### src/rtl/bst_pkg.sv
// ---------------------------------------------------------------------------
// bst_pkg
// Shared types, token codes and character constants for the tokenizer.
// ---------------------------------------------------------------------------
`timescale 1ns / 1ps
`default_nettype none

package bst_pkg;

  localparam int TYPE_W = 4;
  localparam int LEN_W  = 7;
  localparam int CHAR_W = 8;
  localparam int KP_W   = 3;

  // token type codes
  localparam logic [TYPE_W-1:0] TT_EOF     = 4'd0;
  localparam logic [TYPE_W-1:0] TT_LET     = 4'd1;
  localparam logic [TYPE_W-1:0] TT_IDENT   = 4'd2;
  localparam logic [TYPE_W-1:0] TT_NUMBER  = 4'd3;
  localparam logic [TYPE_W-1:0] TT_EQ      = 4'd4;
  localparam logic [TYPE_W-1:0] TT_SEMI    = 4'd5;
  localparam logic [TYPE_W-1:0] TT_PLUS    = 4'd6;
  localparam logic [TYPE_W-1:0] TT_MINUS   = 4'd7;
  localparam logic [TYPE_W-1:0] TT_STAR    = 4'd8;
  localparam logic [TYPE_W-1:0] TT_SLASH   = 4'd9;
  localparam logic [TYPE_W-1:0] TT_LPAREN  = 4'd10;
  localparam logic [TYPE_W-1:0] TT_RPAREN  = 4'd11;
  localparam logic [TYPE_W-1:0] TT_DOT     = 4'd12;
  localparam logic [TYPE_W-1:0] TT_UNKNOWN = 4'd13;

  // scan modes
  localparam logic [1:0] MODE_IDLE   = 2'd0;
  localparam logic [1:0] MODE_IDENT  = 2'd1;
  localparam logic [1:0] MODE_NUMBER = 2'd2;

  // keyword tracker: 0..3 chars matched, DEAD = mismatch or extra char seen
  localparam logic [KP_W-1:0] KP_FULL = 3'd3;
  localparam logic [KP_W-1:0] KP_DEAD = 3'd4;

  // character constants
  localparam logic [CHAR_W-1:0] CH_EQ     = 8'h3D;
  localparam logic [CHAR_W-1:0] CH_SEMI   = 8'h3B;
  localparam logic [CHAR_W-1:0] CH_PLUS   = 8'h2B;
  localparam logic [CHAR_W-1:0] CH_MINUS  = 8'h2D;
  localparam logic [CHAR_W-1:0] CH_STAR   = 8'h2A;
  localparam logic [CHAR_W-1:0] CH_SLASH  = 8'h2F;
  localparam logic [CHAR_W-1:0] CH_LPAREN = 8'h28;
  localparam logic [CHAR_W-1:0] CH_RPAREN = 8'h29;
  localparam logic [CHAR_W-1:0] CH_DOT    = 8'h2E;
  localparam logic [CHAR_W-1:0] CH_UNDER  = 8'h5F;
  localparam logic [CHAR_W-1:0] CH_SPACE  = 8'h20;
  localparam logic [CHAR_W-1:0] CH_TAB    = 8'h09;
  localparam logic [CHAR_W-1:0] CH_CR     = 8'h0D;
  localparam logic [CHAR_W-1:0] CH_L      = 8'h6C;
  localparam logic [CHAR_W-1:0] CH_E      = 8'h65;
  localparam logic [CHAR_W-1:0] CH_T      = 8'h74;

  typedef struct packed {
    logic [TYPE_W-1:0] token_type;
    logic [LEN_W-1:0]  token_length;
    logic [CHAR_W-1:0] single_char;
    logic              too_long;
    logic              last;
  } token_t;

  // up to two tokens caused by one item
  typedef struct packed {
    token_t tok0;
    token_t tok1;
    logic   two;
  } tok_pair_t;

  typedef struct packed {
    logic              is_space;
    logic              is_alpha;
    logic              is_digit;
    logic              is_under;
    logic [TYPE_W-1:0] punct_type;
  } char_class_t;

  // keyword spelling, one char per matched position
  function automatic logic [CHAR_W-1:0] kw_char(input logic [KP_W-1:0] idx);
    logic [CHAR_W-1:0] c;
    case (idx)
      3'd0:    c = CH_L;
      3'd1:    c = CH_E;
      3'd2:    c = CH_T;
      default: c = '0;
    endcase
    return c;
  endfunction

endpackage

`default_nettype wire

### src/rtl/bst_ifs.sv
// ---------------------------------------------------------------------------
// bst_ifs
// Valid/ready channels: character items in, token items out.
// ---------------------------------------------------------------------------
`timescale 1ns / 1ps
`default_nettype none

interface bst_in_if;
  logic                      valid;
  logic                      ready;
  logic                      kind;
  logic [bst_pkg::CHAR_W-1:0] ch;

  modport source (output valid, output kind, output ch, input ready);
  modport sink   (input valid, input kind, input ch, output ready);
endinterface

interface bst_out_if;
  logic                       valid;
  logic                       ready;
  logic [bst_pkg::TYPE_W-1:0] token_type;
  logic [bst_pkg::LEN_W-1:0]  token_length;
  logic [bst_pkg::CHAR_W-1:0] single_char;
  logic                       too_long;
  logic                       last;

  modport source (output valid, output token_type, output token_length,
                  output single_char, output too_long, output last, input ready);
  modport sink   (input valid, input token_type, input token_length,
                  input single_char, input too_long, input last, output ready);
endinterface

`default_nettype wire

### src/rtl/bst_char_class.sv
// ---------------------------------------------------------------------------
// bst_char_class
// Character class decode and punctuation lookup for one byte.
// ---------------------------------------------------------------------------
`timescale 1ns / 1ps
`default_nettype none

module bst_char_class (
  input  logic [bst_pkg::CHAR_W-1:0] ch,
  output bst_pkg::char_class_t       cls
);

  always_comb begin
    cls.is_space = (ch == bst_pkg::CH_SPACE) ||
                   (ch inside {[bst_pkg::CH_TAB:bst_pkg::CH_CR]});
    cls.is_alpha = (ch inside {[8'h41:8'h5A], [8'h61:8'h7A]});
    cls.is_digit = (ch inside {[8'h30:8'h39]});
    cls.is_under = (ch == bst_pkg::CH_UNDER);
    case (ch)
      bst_pkg::CH_EQ:     cls.punct_type = bst_pkg::TT_EQ;
      bst_pkg::CH_SEMI:   cls.punct_type = bst_pkg::TT_SEMI;
      bst_pkg::CH_PLUS:   cls.punct_type = bst_pkg::TT_PLUS;
      bst_pkg::CH_MINUS:  cls.punct_type = bst_pkg::TT_MINUS;
      bst_pkg::CH_STAR:   cls.punct_type = bst_pkg::TT_STAR;
      bst_pkg::CH_SLASH:  cls.punct_type = bst_pkg::TT_SLASH;
      bst_pkg::CH_LPAREN: cls.punct_type = bst_pkg::TT_LPAREN;
      bst_pkg::CH_RPAREN: cls.punct_type = bst_pkg::TT_RPAREN;
      bst_pkg::CH_DOT:    cls.punct_type = bst_pkg::TT_DOT;
      default:            cls.punct_type = bst_pkg::TT_UNKNOWN;
    endcase
  end

endmodule

`default_nettype wire

### src/rtl/bst_scanner.sv
// ---------------------------------------------------------------------------
// bst_scanner
// Scan state and token build: one item per cycle while accept is high, zero to two tokens out.
// ---------------------------------------------------------------------------
`timescale 1ns / 1ps
`default_nettype none

module bst_scanner #(
  parameter int MAX_TOKEN_LEN = 64
) (
  input  logic                       clk,
  input  logic                       rst,
  input  logic                       accept,
  input  logic                       kind,
  input  logic [bst_pkg::CHAR_W-1:0] ch,
  input  bst_pkg::char_class_t       cls,
  output logic                       pair_valid,
  output bst_pkg::tok_pair_t         pair
);

  localparam logic [bst_pkg::LEN_W-1:0] MAX_LEN = bst_pkg::LEN_W'(MAX_TOKEN_LEN);
  localparam logic [bst_pkg::LEN_W-1:0] KW_LEN  = 7'd3;

  logic [1:0]               mode, mode_next;
  logic [bst_pkg::LEN_W-1:0] len, len_next;
  logic [bst_pkg::KP_W-1:0]  kp, kp_next;
  logic                     ovf, ovf_next;

  logic [1:0]     mode_eff;
  logic           ident_cont;
  logic           extend;
  logic           has_flush;
  logic           has_second;
  bst_pkg::token_t flush_tok;
  bst_pkg::token_t second_tok;

  // keyword prefix tracker step
  function automatic logic [bst_pkg::KP_W-1:0] kw_step(
    input logic [bst_pkg::KP_W-1:0]  cur,
    input logic [bst_pkg::CHAR_W-1:0] c
  );
    logic [bst_pkg::KP_W-1:0] r;
    if (cur < bst_pkg::KP_FULL && c == bst_pkg::kw_char(cur)) begin
      r = cur + 3'd1;
    end else begin
      r = bst_pkg::KP_DEAD;
    end
    return r;
  endfunction

  always_comb begin
    mode_eff = (mode == bst_pkg::MODE_IDENT || mode == bst_pkg::MODE_NUMBER) ?
               mode : bst_pkg::MODE_IDLE;
    ident_cont = cls.is_alpha || cls.is_digit || cls.is_under;
    extend = !kind &&
             ((mode_eff == bst_pkg::MODE_IDENT && ident_cont) ||
              (mode_eff == bst_pkg::MODE_NUMBER && cls.is_digit));
    has_flush = (mode_eff != bst_pkg::MODE_IDLE) && !extend;

    flush_tok = '0;
    if (mode_eff == bst_pkg::MODE_IDENT) begin
      flush_tok.token_type = (kp == bst_pkg::KP_FULL && len == KW_LEN && !ovf) ?
                             bst_pkg::TT_LET : bst_pkg::TT_IDENT;
    end else begin
      flush_tok.token_type = bst_pkg::TT_NUMBER;
    end
    flush_tok.token_length = len;
    flush_tok.too_long     = ovf;

    second_tok = '0;
    has_second = 1'b0;
    if (kind) begin
      second_tok.token_type = bst_pkg::TT_EOF;
      has_second = 1'b1;
    end else if (!extend && !cls.is_space && !cls.is_alpha && !cls.is_under &&
                 !cls.is_digit) begin
      second_tok.token_type   = cls.punct_type;
      second_tok.token_length = 7'd1;
      second_tok.single_char  = ch;
      has_second = 1'b1;
    end

    mode_next = mode_eff;
    len_next  = len;
    kp_next   = kp;
    ovf_next  = ovf;
    if (kind) begin
      mode_next = bst_pkg::MODE_IDLE;
      len_next  = '0;
      kp_next   = '0;
      ovf_next  = 1'b0;
    end else if (extend) begin
      if (len < MAX_LEN) begin
        len_next = len + 7'd1;
      end else begin
        ovf_next = 1'b1;
      end
      if (mode_eff == bst_pkg::MODE_IDENT) begin
        kp_next = kw_step(kp, ch);
      end
    end else begin
      mode_next = bst_pkg::MODE_IDLE;
      len_next  = '0;
      kp_next   = '0;
      ovf_next  = 1'b0;
      if (cls.is_alpha || cls.is_under) begin
        mode_next = bst_pkg::MODE_IDENT;
        len_next  = 7'd1;
        kp_next   = kw_step('0, ch);
      end else if (cls.is_digit) begin
        mode_next = bst_pkg::MODE_NUMBER;
        len_next  = 7'd1;
      end
    end

    // pending token goes first, the new one after it
    pair = '0;
    if (has_flush) begin
      pair.tok0 = flush_tok;
      pair.tok1 = second_tok;
      pair.two  = has_second;
    end else begin
      pair.tok0 = second_tok;
    end
    if (pair.two) begin
      pair.tok1.last = 1'b1;
    end else begin
      pair.tok0.last = 1'b1;
    end
    pair_valid = accept && (has_flush || has_second);
  end

  always_ff @(posedge clk) begin
    if (rst) begin
      mode <= bst_pkg::MODE_IDLE;
      len  <= '0;
      kp   <= '0;
      ovf  <= 1'b0;
    end else if (accept) begin
      mode <= mode_next;
      len  <= len_next;
      kp   <= kp_next;
      ovf  <= ovf_next;
    end
  end

endmodule

`default_nettype wire

### src/rtl/bst_result_queue.sv
// ---------------------------------------------------------------------------
// bst_result_queue
// Two-entry queue of token pairs; hands out one token per cycle while out_ready is high.
// ---------------------------------------------------------------------------
`timescale 1ns / 1ps
`default_nettype none

module bst_result_queue (
  input  logic               clk,
  input  logic               rst,
  input  logic               push,
  input  bst_pkg::tok_pair_t push_pair,
  output logic               full,
  output logic               out_valid,
  input  logic               out_ready,
  output bst_pkg::token_t    out_tok
);

  bst_pkg::tok_pair_t q [2];
  logic       head, tail, idx;
  logic [1:0] count, count_next;
  logic       pop_tok, pair_done;

  always_comb begin
    out_valid = (count != 2'd0);
    out_tok   = idx ? q[head].tok1 : q[head].tok0;
    pop_tok   = out_valid && out_ready;
    pair_done = pop_tok && (idx || !q[head].two);
    full      = (count == 2'd2);
    count_next = count + {1'b0, push} - {1'b0, pair_done};
  end

  always_ff @(posedge clk) begin
    if (push) begin
      q[tail] <= push_pair;
    end
  end

  always_ff @(posedge clk) begin
    if (rst) begin
      head  <= 1'b0;
      tail  <= 1'b0;
      idx   <= 1'b0;
      count <= '0;
    end else begin
      count <= count_next;
      if (push) begin
        tail <= ~tail;
      end
      if (pair_done) begin
        head <= ~head;
        idx  <= 1'b0;
      end else if (pop_tok) begin
        idx <= 1'b1;
      end
    end
  end

endmodule

`default_nettype wire

### src/rtl/byte_stream_tokenizer_core.sv
// ---------------------------------------------------------------------------
// byte_stream_tokenizer_core
// Character-at-a-time lexical scanner: identifiers, numbers, "let", punctuation.
// ---------------------------------------------------------------------------
// One character item (or end-of-input mark) is taken per clock while chars
// is ready; its class decode and scan-state update finish in the same cycle
// and the zero, one or two tokens it causes land in a two-entry queue of
// token pairs that feeds the tokens channel one token per cycle while
// tokens.ready is high. The input side stays ready whenever the queue has a
// free pair slot, so items that produce at most one token flow at one per
// cycle; an item ending an identifier or number with punctuation, an unknown
// character or end of input (two tokens) sends both through the single
// output port, which then sets the rate. Identifier and number lengths
// saturate at MAX_TOKEN_LEN with too_long set; the token text is not kept.
// ---------------------------------------------------------------------------
`timescale 1ns / 1ps
`default_nettype none

module byte_stream_tokenizer_core #(
  parameter int MAX_TOKEN_LEN = 64   // 4..127
) (
  input  logic      clk,
  input  logic      rst,
  bst_in_if.sink    chars,
  bst_out_if.source tokens
);

  bst_pkg::char_class_t cls;
  bst_pkg::tok_pair_t   pair;
  bst_pkg::token_t      out_tok;
  logic                 pair_valid;
  logic                 full;
  logic                 accept;

  // ready only depends on queue occupancy, never on the output side
  assign chars.ready = !full;
  assign accept      = chars.valid && chars.ready;

  bst_char_class u_class (
    .ch  (chars.ch),
    .cls (cls)
  );

  bst_scanner #(
    .MAX_TOKEN_LEN (MAX_TOKEN_LEN)
  ) u_scanner (
    .clk        (clk),
    .rst        (rst),
    .accept     (accept),
    .kind       (chars.kind),
    .ch         (chars.ch),
    .cls        (cls),
    .pair_valid (pair_valid),
    .pair       (pair)
  );

  // items that cause no token (whitespace, continuing a token) are not queued
  bst_result_queue u_queue (
    .clk       (clk),
    .rst       (rst),
    .push      (pair_valid),
    .push_pair (pair),
    .full      (full),
    .out_valid (tokens.valid),
    .out_ready (tokens.ready),
    .out_tok   (out_tok)
  );

  assign tokens.token_type   = out_tok.token_type;
  assign tokens.token_length = out_tok.token_length;
  assign tokens.single_char  = out_tok.single_char;
  assign tokens.too_long     = out_tok.too_long;
  assign tokens.last         = out_tok.last;

endmodule

`default_nettype wire

### src/flat_wrapper.sv
// flat-port wrapper written by rule: the top's interface ports become plain ports
module byte_stream_tokenizer_core_flat 
#(
  parameter int MAX_TOKEN_LEN = 64            
)
  (clk, rst, chars_valid, chars_kind, chars_ch, chars_ready, tokens_valid, tokens_token_type, tokens_token_length, tokens_single_char, tokens_too_long, tokens_last, tokens_ready);
  bst_in_if chars_i ();
  bst_out_if tokens_i ();
  input  logic clk;
  input  logic rst;
  input wire logic [$bits(chars_i.valid)-1:0] chars_valid;
  input wire logic [$bits(chars_i.kind)-1:0] chars_kind;
  input wire logic [$bits(chars_i.ch)-1:0] chars_ch;
  output wire logic [$bits(chars_i.ready)-1:0] chars_ready;
  output wire logic [$bits(tokens_i.valid)-1:0] tokens_valid;
  output wire logic [$bits(tokens_i.token_type)-1:0] tokens_token_type;
  output wire logic [$bits(tokens_i.token_length)-1:0] tokens_token_length;
  output wire logic [$bits(tokens_i.single_char)-1:0] tokens_single_char;
  output wire logic [$bits(tokens_i.too_long)-1:0] tokens_too_long;
  output wire logic [$bits(tokens_i.last)-1:0] tokens_last;
  input wire logic [$bits(tokens_i.ready)-1:0] tokens_ready;
  assign chars_i.valid = chars_valid;
  assign chars_i.kind = chars_kind;
  assign chars_i.ch = chars_ch;
  assign chars_ready = chars_i.ready;
  assign tokens_valid = tokens_i.valid;
  assign tokens_token_type = tokens_i.token_type;
  assign tokens_token_length = tokens_i.token_length;
  assign tokens_single_char = tokens_i.single_char;
  assign tokens_too_long = tokens_i.too_long;
  assign tokens_last = tokens_i.last;
  assign tokens_i.ready = tokens_ready;
  byte_stream_tokenizer_core #(.MAX_TOKEN_LEN(MAX_TOKEN_LEN)) u_core (.clk(clk), .rst(rst), .chars(chars_i), .tokens(tokens_i));
endmodule
### config.mk
export PLATFORM = sky130hd
export DESIGN_NAME = byte_stream_tokenizer_core_flat
export DESIGN_NICKNAME = d
export VERILOG_FILES = /design/src/rtl/bst_pkg.sv /design/src/rtl/bst_ifs.sv /design/src/rtl/bst_char_class.sv /design/src/rtl/bst_scanner.sv /design/src/rtl/bst_result_queue.sv /design/src/rtl/byte_stream_tokenizer_core.sv /design/src/flat_wrapper.sv
export SDC_FILE = /design/constraint.sdc
export NUM_CORES = 1
export LEC_CHECK = 0
export BUFFER_PORTS_ARGS = -buffer_cell sky130_fd_sc_hd__buf_4
export CAP_MARGIN = 20
export CELL_PAD_IN_SITES_DETAIL_PLACEMENT = 2
export CELL_PAD_IN_SITES_GLOBAL_PLACEMENT = 2
export CORE_MARGIN = 2
export CORE_UTILIZATION = 46
export CTS_BUF_LIST = sky130_fd_sc_hd__clkbuf_2 sky130_fd_sc_hd__clkbuf_4 sky130_fd_sc_hd__clkbuf_8
export DETAILED_ROUTE_END_ITERATION = 7
export PLACE_DENSITY_LB_ADDON = 0.1
export SLEW_MARGIN = 20
export SYNTH_ARGS = -nofsm -noshare
export SYNTH_HDL_FRONTEND = slang
export SYNTH_SLANG_ARGS = --single-unit
export TNS_END_PERCENT = 1
### constraint.sdc
create_clock -name clk -period 7.07 [get_ports clk]
set_input_delay 2.121 -clock clk [delete_from_list [all_inputs] [get_ports clk]]
set_output_delay 2.121 -clock clk [all_outputs]
set_load 0.05 [all_outputs]
==> flow_metrics.env <==
export IMPL_grt_max_degree=37
export IMPL_hold_viol=0
export IMPL_critPathMaxStageDelay_ns=0.44
export IMPL_synthArstFlopShare_pct=0
export IMPL_fin_crit_ns=4.19
export IMPL_clock_latency_ns=0.37
export IMPL_drtIter0Drc=138
export IMPL_cts_made_buffers=9
export IMPL_rows=35
export IMPL_mostFrequentLayoutCell="edfxtp_1"
export IMPL_cts_resized_gates=0
export IMPL_port_buffers=35
export IMPL_fill_cells=868
export IMPL_cts_tree="done"
export IMPL_ys_seq_elements=89
export IMPL_r2r_end="u_core.u_queue.count[1]"
export IMPL_final_cell_mix="edfxtp_1, buf_4, nor2_1, and2_1, dfxtp_1"
export IMPL_max_slew_margin_pct=30.0
export IMPL_startpoint_type="primary input"
export IMPL_via_per_inst=5.97
export IMPL_finalNetCount=390
export IMPL_worst_slew_pin_slew_ns=1.05
export IMPL_core_area_um2=9110
export IMPL_synth_nets=359
export IMPL_syn_avg_cell_area_um2=12.7
export IMPL_drt_antenna_violating_nets=0
export IMPL_wl_met2_um=5960
export IMPL_hold_start="u_core.u_scanner.mode[1]"
export IMPL_start_util_pct=46.7
export IMPL_path_common_cell="buf_4"
export IMPL_grt_use_total_pct=24.7
export IMPL_cts_root_buf="clkbuf_8"
export IMPL_ioPinCount=36
export IMPL_drt_pass1_iterations=4
export IMPL_synth_area_um2=4250
export IMPL_routed_wl_met3_um=357
export IMPL_wl_met1_um=5340
export IMPL_dpl_hpwl_um=7730
export IMPL_hold_worst_slack_ns=0.491
export IMPL_fin_setup_tns_ns=0
export IMPL_yosysWarnings=0
export IMPL_hp_class="reg -> reg"
export IMPL_synthCells=336
export IMPL_via_count=2884
export IMPL_clk_pin_slew_ns=0.10
export IMPL_grt_pass1_wl_um=18300
export IMPL_hold_path_end="u_core.u_scanner.mode[1]"
export IMPL_hold_depth=2
export IMPL_clock_fmax_mhz=239
export IMPL_cts_buffer_depth=2
export IMPL_drive_gt1_share_pct=20.7
export IMPL_place_congestion=0.810
export IMPL_h_tree_depth=3
export IMPL_drc_errors=0
export IMPL_ys_types=59
export IMPL_grt_pass1_vias=3058
export IMPL_hold_buffers=0
export IMPL_synth_seq_area_share_pct=58.4
export IMPL_antenna_found_initial=0
export IMPL_critical_path_top_delay_family="simple AND/OR/NAND/NOR gates"
export IMPL_ir_worst_vdd_mv=0.125
export IMPL_required_ns=7.08
export IMPL_total_power_mw=1.60
export IMPL_status="complete, no violations"
export IMPL_critPathBufInv=2
export IMPL_path_cells="buf_4 -> nor2_1 -> nor4b_2 -> a311oi_1 -> o31ai_1 -> and2_1 -> nor2b_2 -> buf_4"
export IMPL_fp_dieH_um=100
export IMPL_wl_per_cell_um=24.6
export IMPL_antenna_cells=0
export IMPL_drt_total_wl_um=11900
export IMPL_design_die_area_um2=10000
export IMPL_critPathMaxFanout=35
export IMPL_overflow=0
export IMPL_rsz0062_at_grt="no"
export IMPL_highest_layer="met4"
export IMPL_path_class="in -> reg"
export IMPL_cts_sinks=89
export IMPL_p_per_area_nw_per_um2=331
export IMPL_synth_ff_type="edfxtp_1"
export IMPL_power_leakage_nw=1.71
export IMPL_r2r_setup_slack_ns=4.46
export IMPL_finalCritPeriodShare_pct=59.2
export IMPL_setup_violations=0
export IMPL_reg2reg_depth=10
export IMPL_cts_setup_buffers=0
export IMPL_maxCapViolCount=0
export IMPL_fin_skew_ns=0.0115
export IMPL_slew_viol_final=0
export IMPL_crit_path_end_kind="flip-flop"
export IMPL_critical_path_arrival_ns=4.20
export IMPL_die_w_um=100
export IMPL_cp_slowest_cell="o31ai_1"
export IMPL_synth_edf_count=70
export IMPL_syn2layout_area_growth_pct=13.7
## flip-flops by register name, indices dropped and copies added, names as in the netlist, named ones only
signal,cells
u_core.u_queue.count,2
u_core.u_queue.head,1
u_core.u_queue.idx,1
u_core.u_queue.q,70
u_core.u_queue.tail,1
u_core.u_scanner.kp,3
u_core.u_scanner.len,7
u_core.u_scanner.mode,2
u_core.u_scanner.ovf,1
## worst max-delay path by stage
stage	start	endpoint	slack [ns]	depth (start not counted)
finish	chars_ch[2]	u_core.u_queue.q[0][20]	2.88	8
global route	chars_ch[2]	u_core.u_queue.q[0][24]	2.72	8
CTS	u_core.u_queue.idx	tokens_single_char[1]	2.83	2
detailed placement	chars_ch[2]	u_core.u_queue.q[0][29]	2.64	8
global placement	chars_ch[2]	u_core.u_queue.q[0][9]	2.76	8
floorplan	chars_ch[0]	u_core.u_queue.q[0][10]	1.81	7
## worst min-delay path: cells and delay by family, from the launching register on
kind            cells  cell delay [ns]
flops               1             0.34
compound gates      1             0.05
simple gates        1             0.06
## final cells by class
| type | instances | area (um^2) | area share [%] |
|---|---|---|---|
| clock buffers | 9 | 124 | 2.56 |
| clock inverters | 7 | 106 | 2.20 |
| inverters | 17 | 63.8 | 1.32 |
| multi-input cells | 212 | 1640 | 33.8 |
| flip-flops and latches | 89 | 2480 | 51.3 |
| well taps | 111 | 139 | 2.87 |
| repair buffers | 38 | 285 | 5.90 |
## Yosys cell counts (all sizes together), types with 5 or more instances
master / count / share of area [%]
ha: 10 / 2.9
buf: 7 / 0.74
nand4: 8 / 1.2
nand2: 11 / 0.97
clkbuf: 11 / 1.0
edfxtp: 70 / 49
or3: 5 / 0.74
a21oi: 15 / 1.8
dfxtp: 19 / 8.9
nor2: 31 / 2.7
o21ai: 10 / 1.2
mux4: 13 / 6.9
and2: 22 / 3.2
mux2i: 9 / 2.1
nor3: 12 / 1.4
inv: 17 / 1.5
## stage by stage
stage | setup slack [ns] | utilization [%] | cell area (um^2) | cells
2_1_floorplan | 1.81 | - | 4250 | 336
3_3_place_gp | 2.76 | 50.6 | 4610 | 467
3_5_place_dp | 2.64 | 50.6 | 4610 | 467
4_1_cts | 2.83 | 53.1 | 4840 | 483
5_1_grt | 2.72 | 53.1 | 4840 | 483
6_report | 2.88 | 53.1 | 4840 | 483
## kinds of logic after synthesis
family | count (synthesis) | synth area share [%]
and+or+nand+nor | 120 | 15.7
DFF | 89 | 58.4
AOI/OAI and AO/OA | 52 | 9.12
buffers and inverters | 35 | 3.24
muxes | 22 | 9.00
adders and majority gates | 11 | 3.18
xor gates and xnor gates | 7 | 1.44
## routing by layer
metal,track usage [%],vias up
met3,3.41,18
met4,7.17,0
met1,33.4,1471
met5,0,-
met2,41.8,68
li1,-,1327
## power breakdown
part	internal (mW)	switching, mW
Sequential	0.635	0.0354
Clock	0.207	0.208
Combinational	0.164	0.353
No activity file was read; power rests on OpenSTA's default activity.
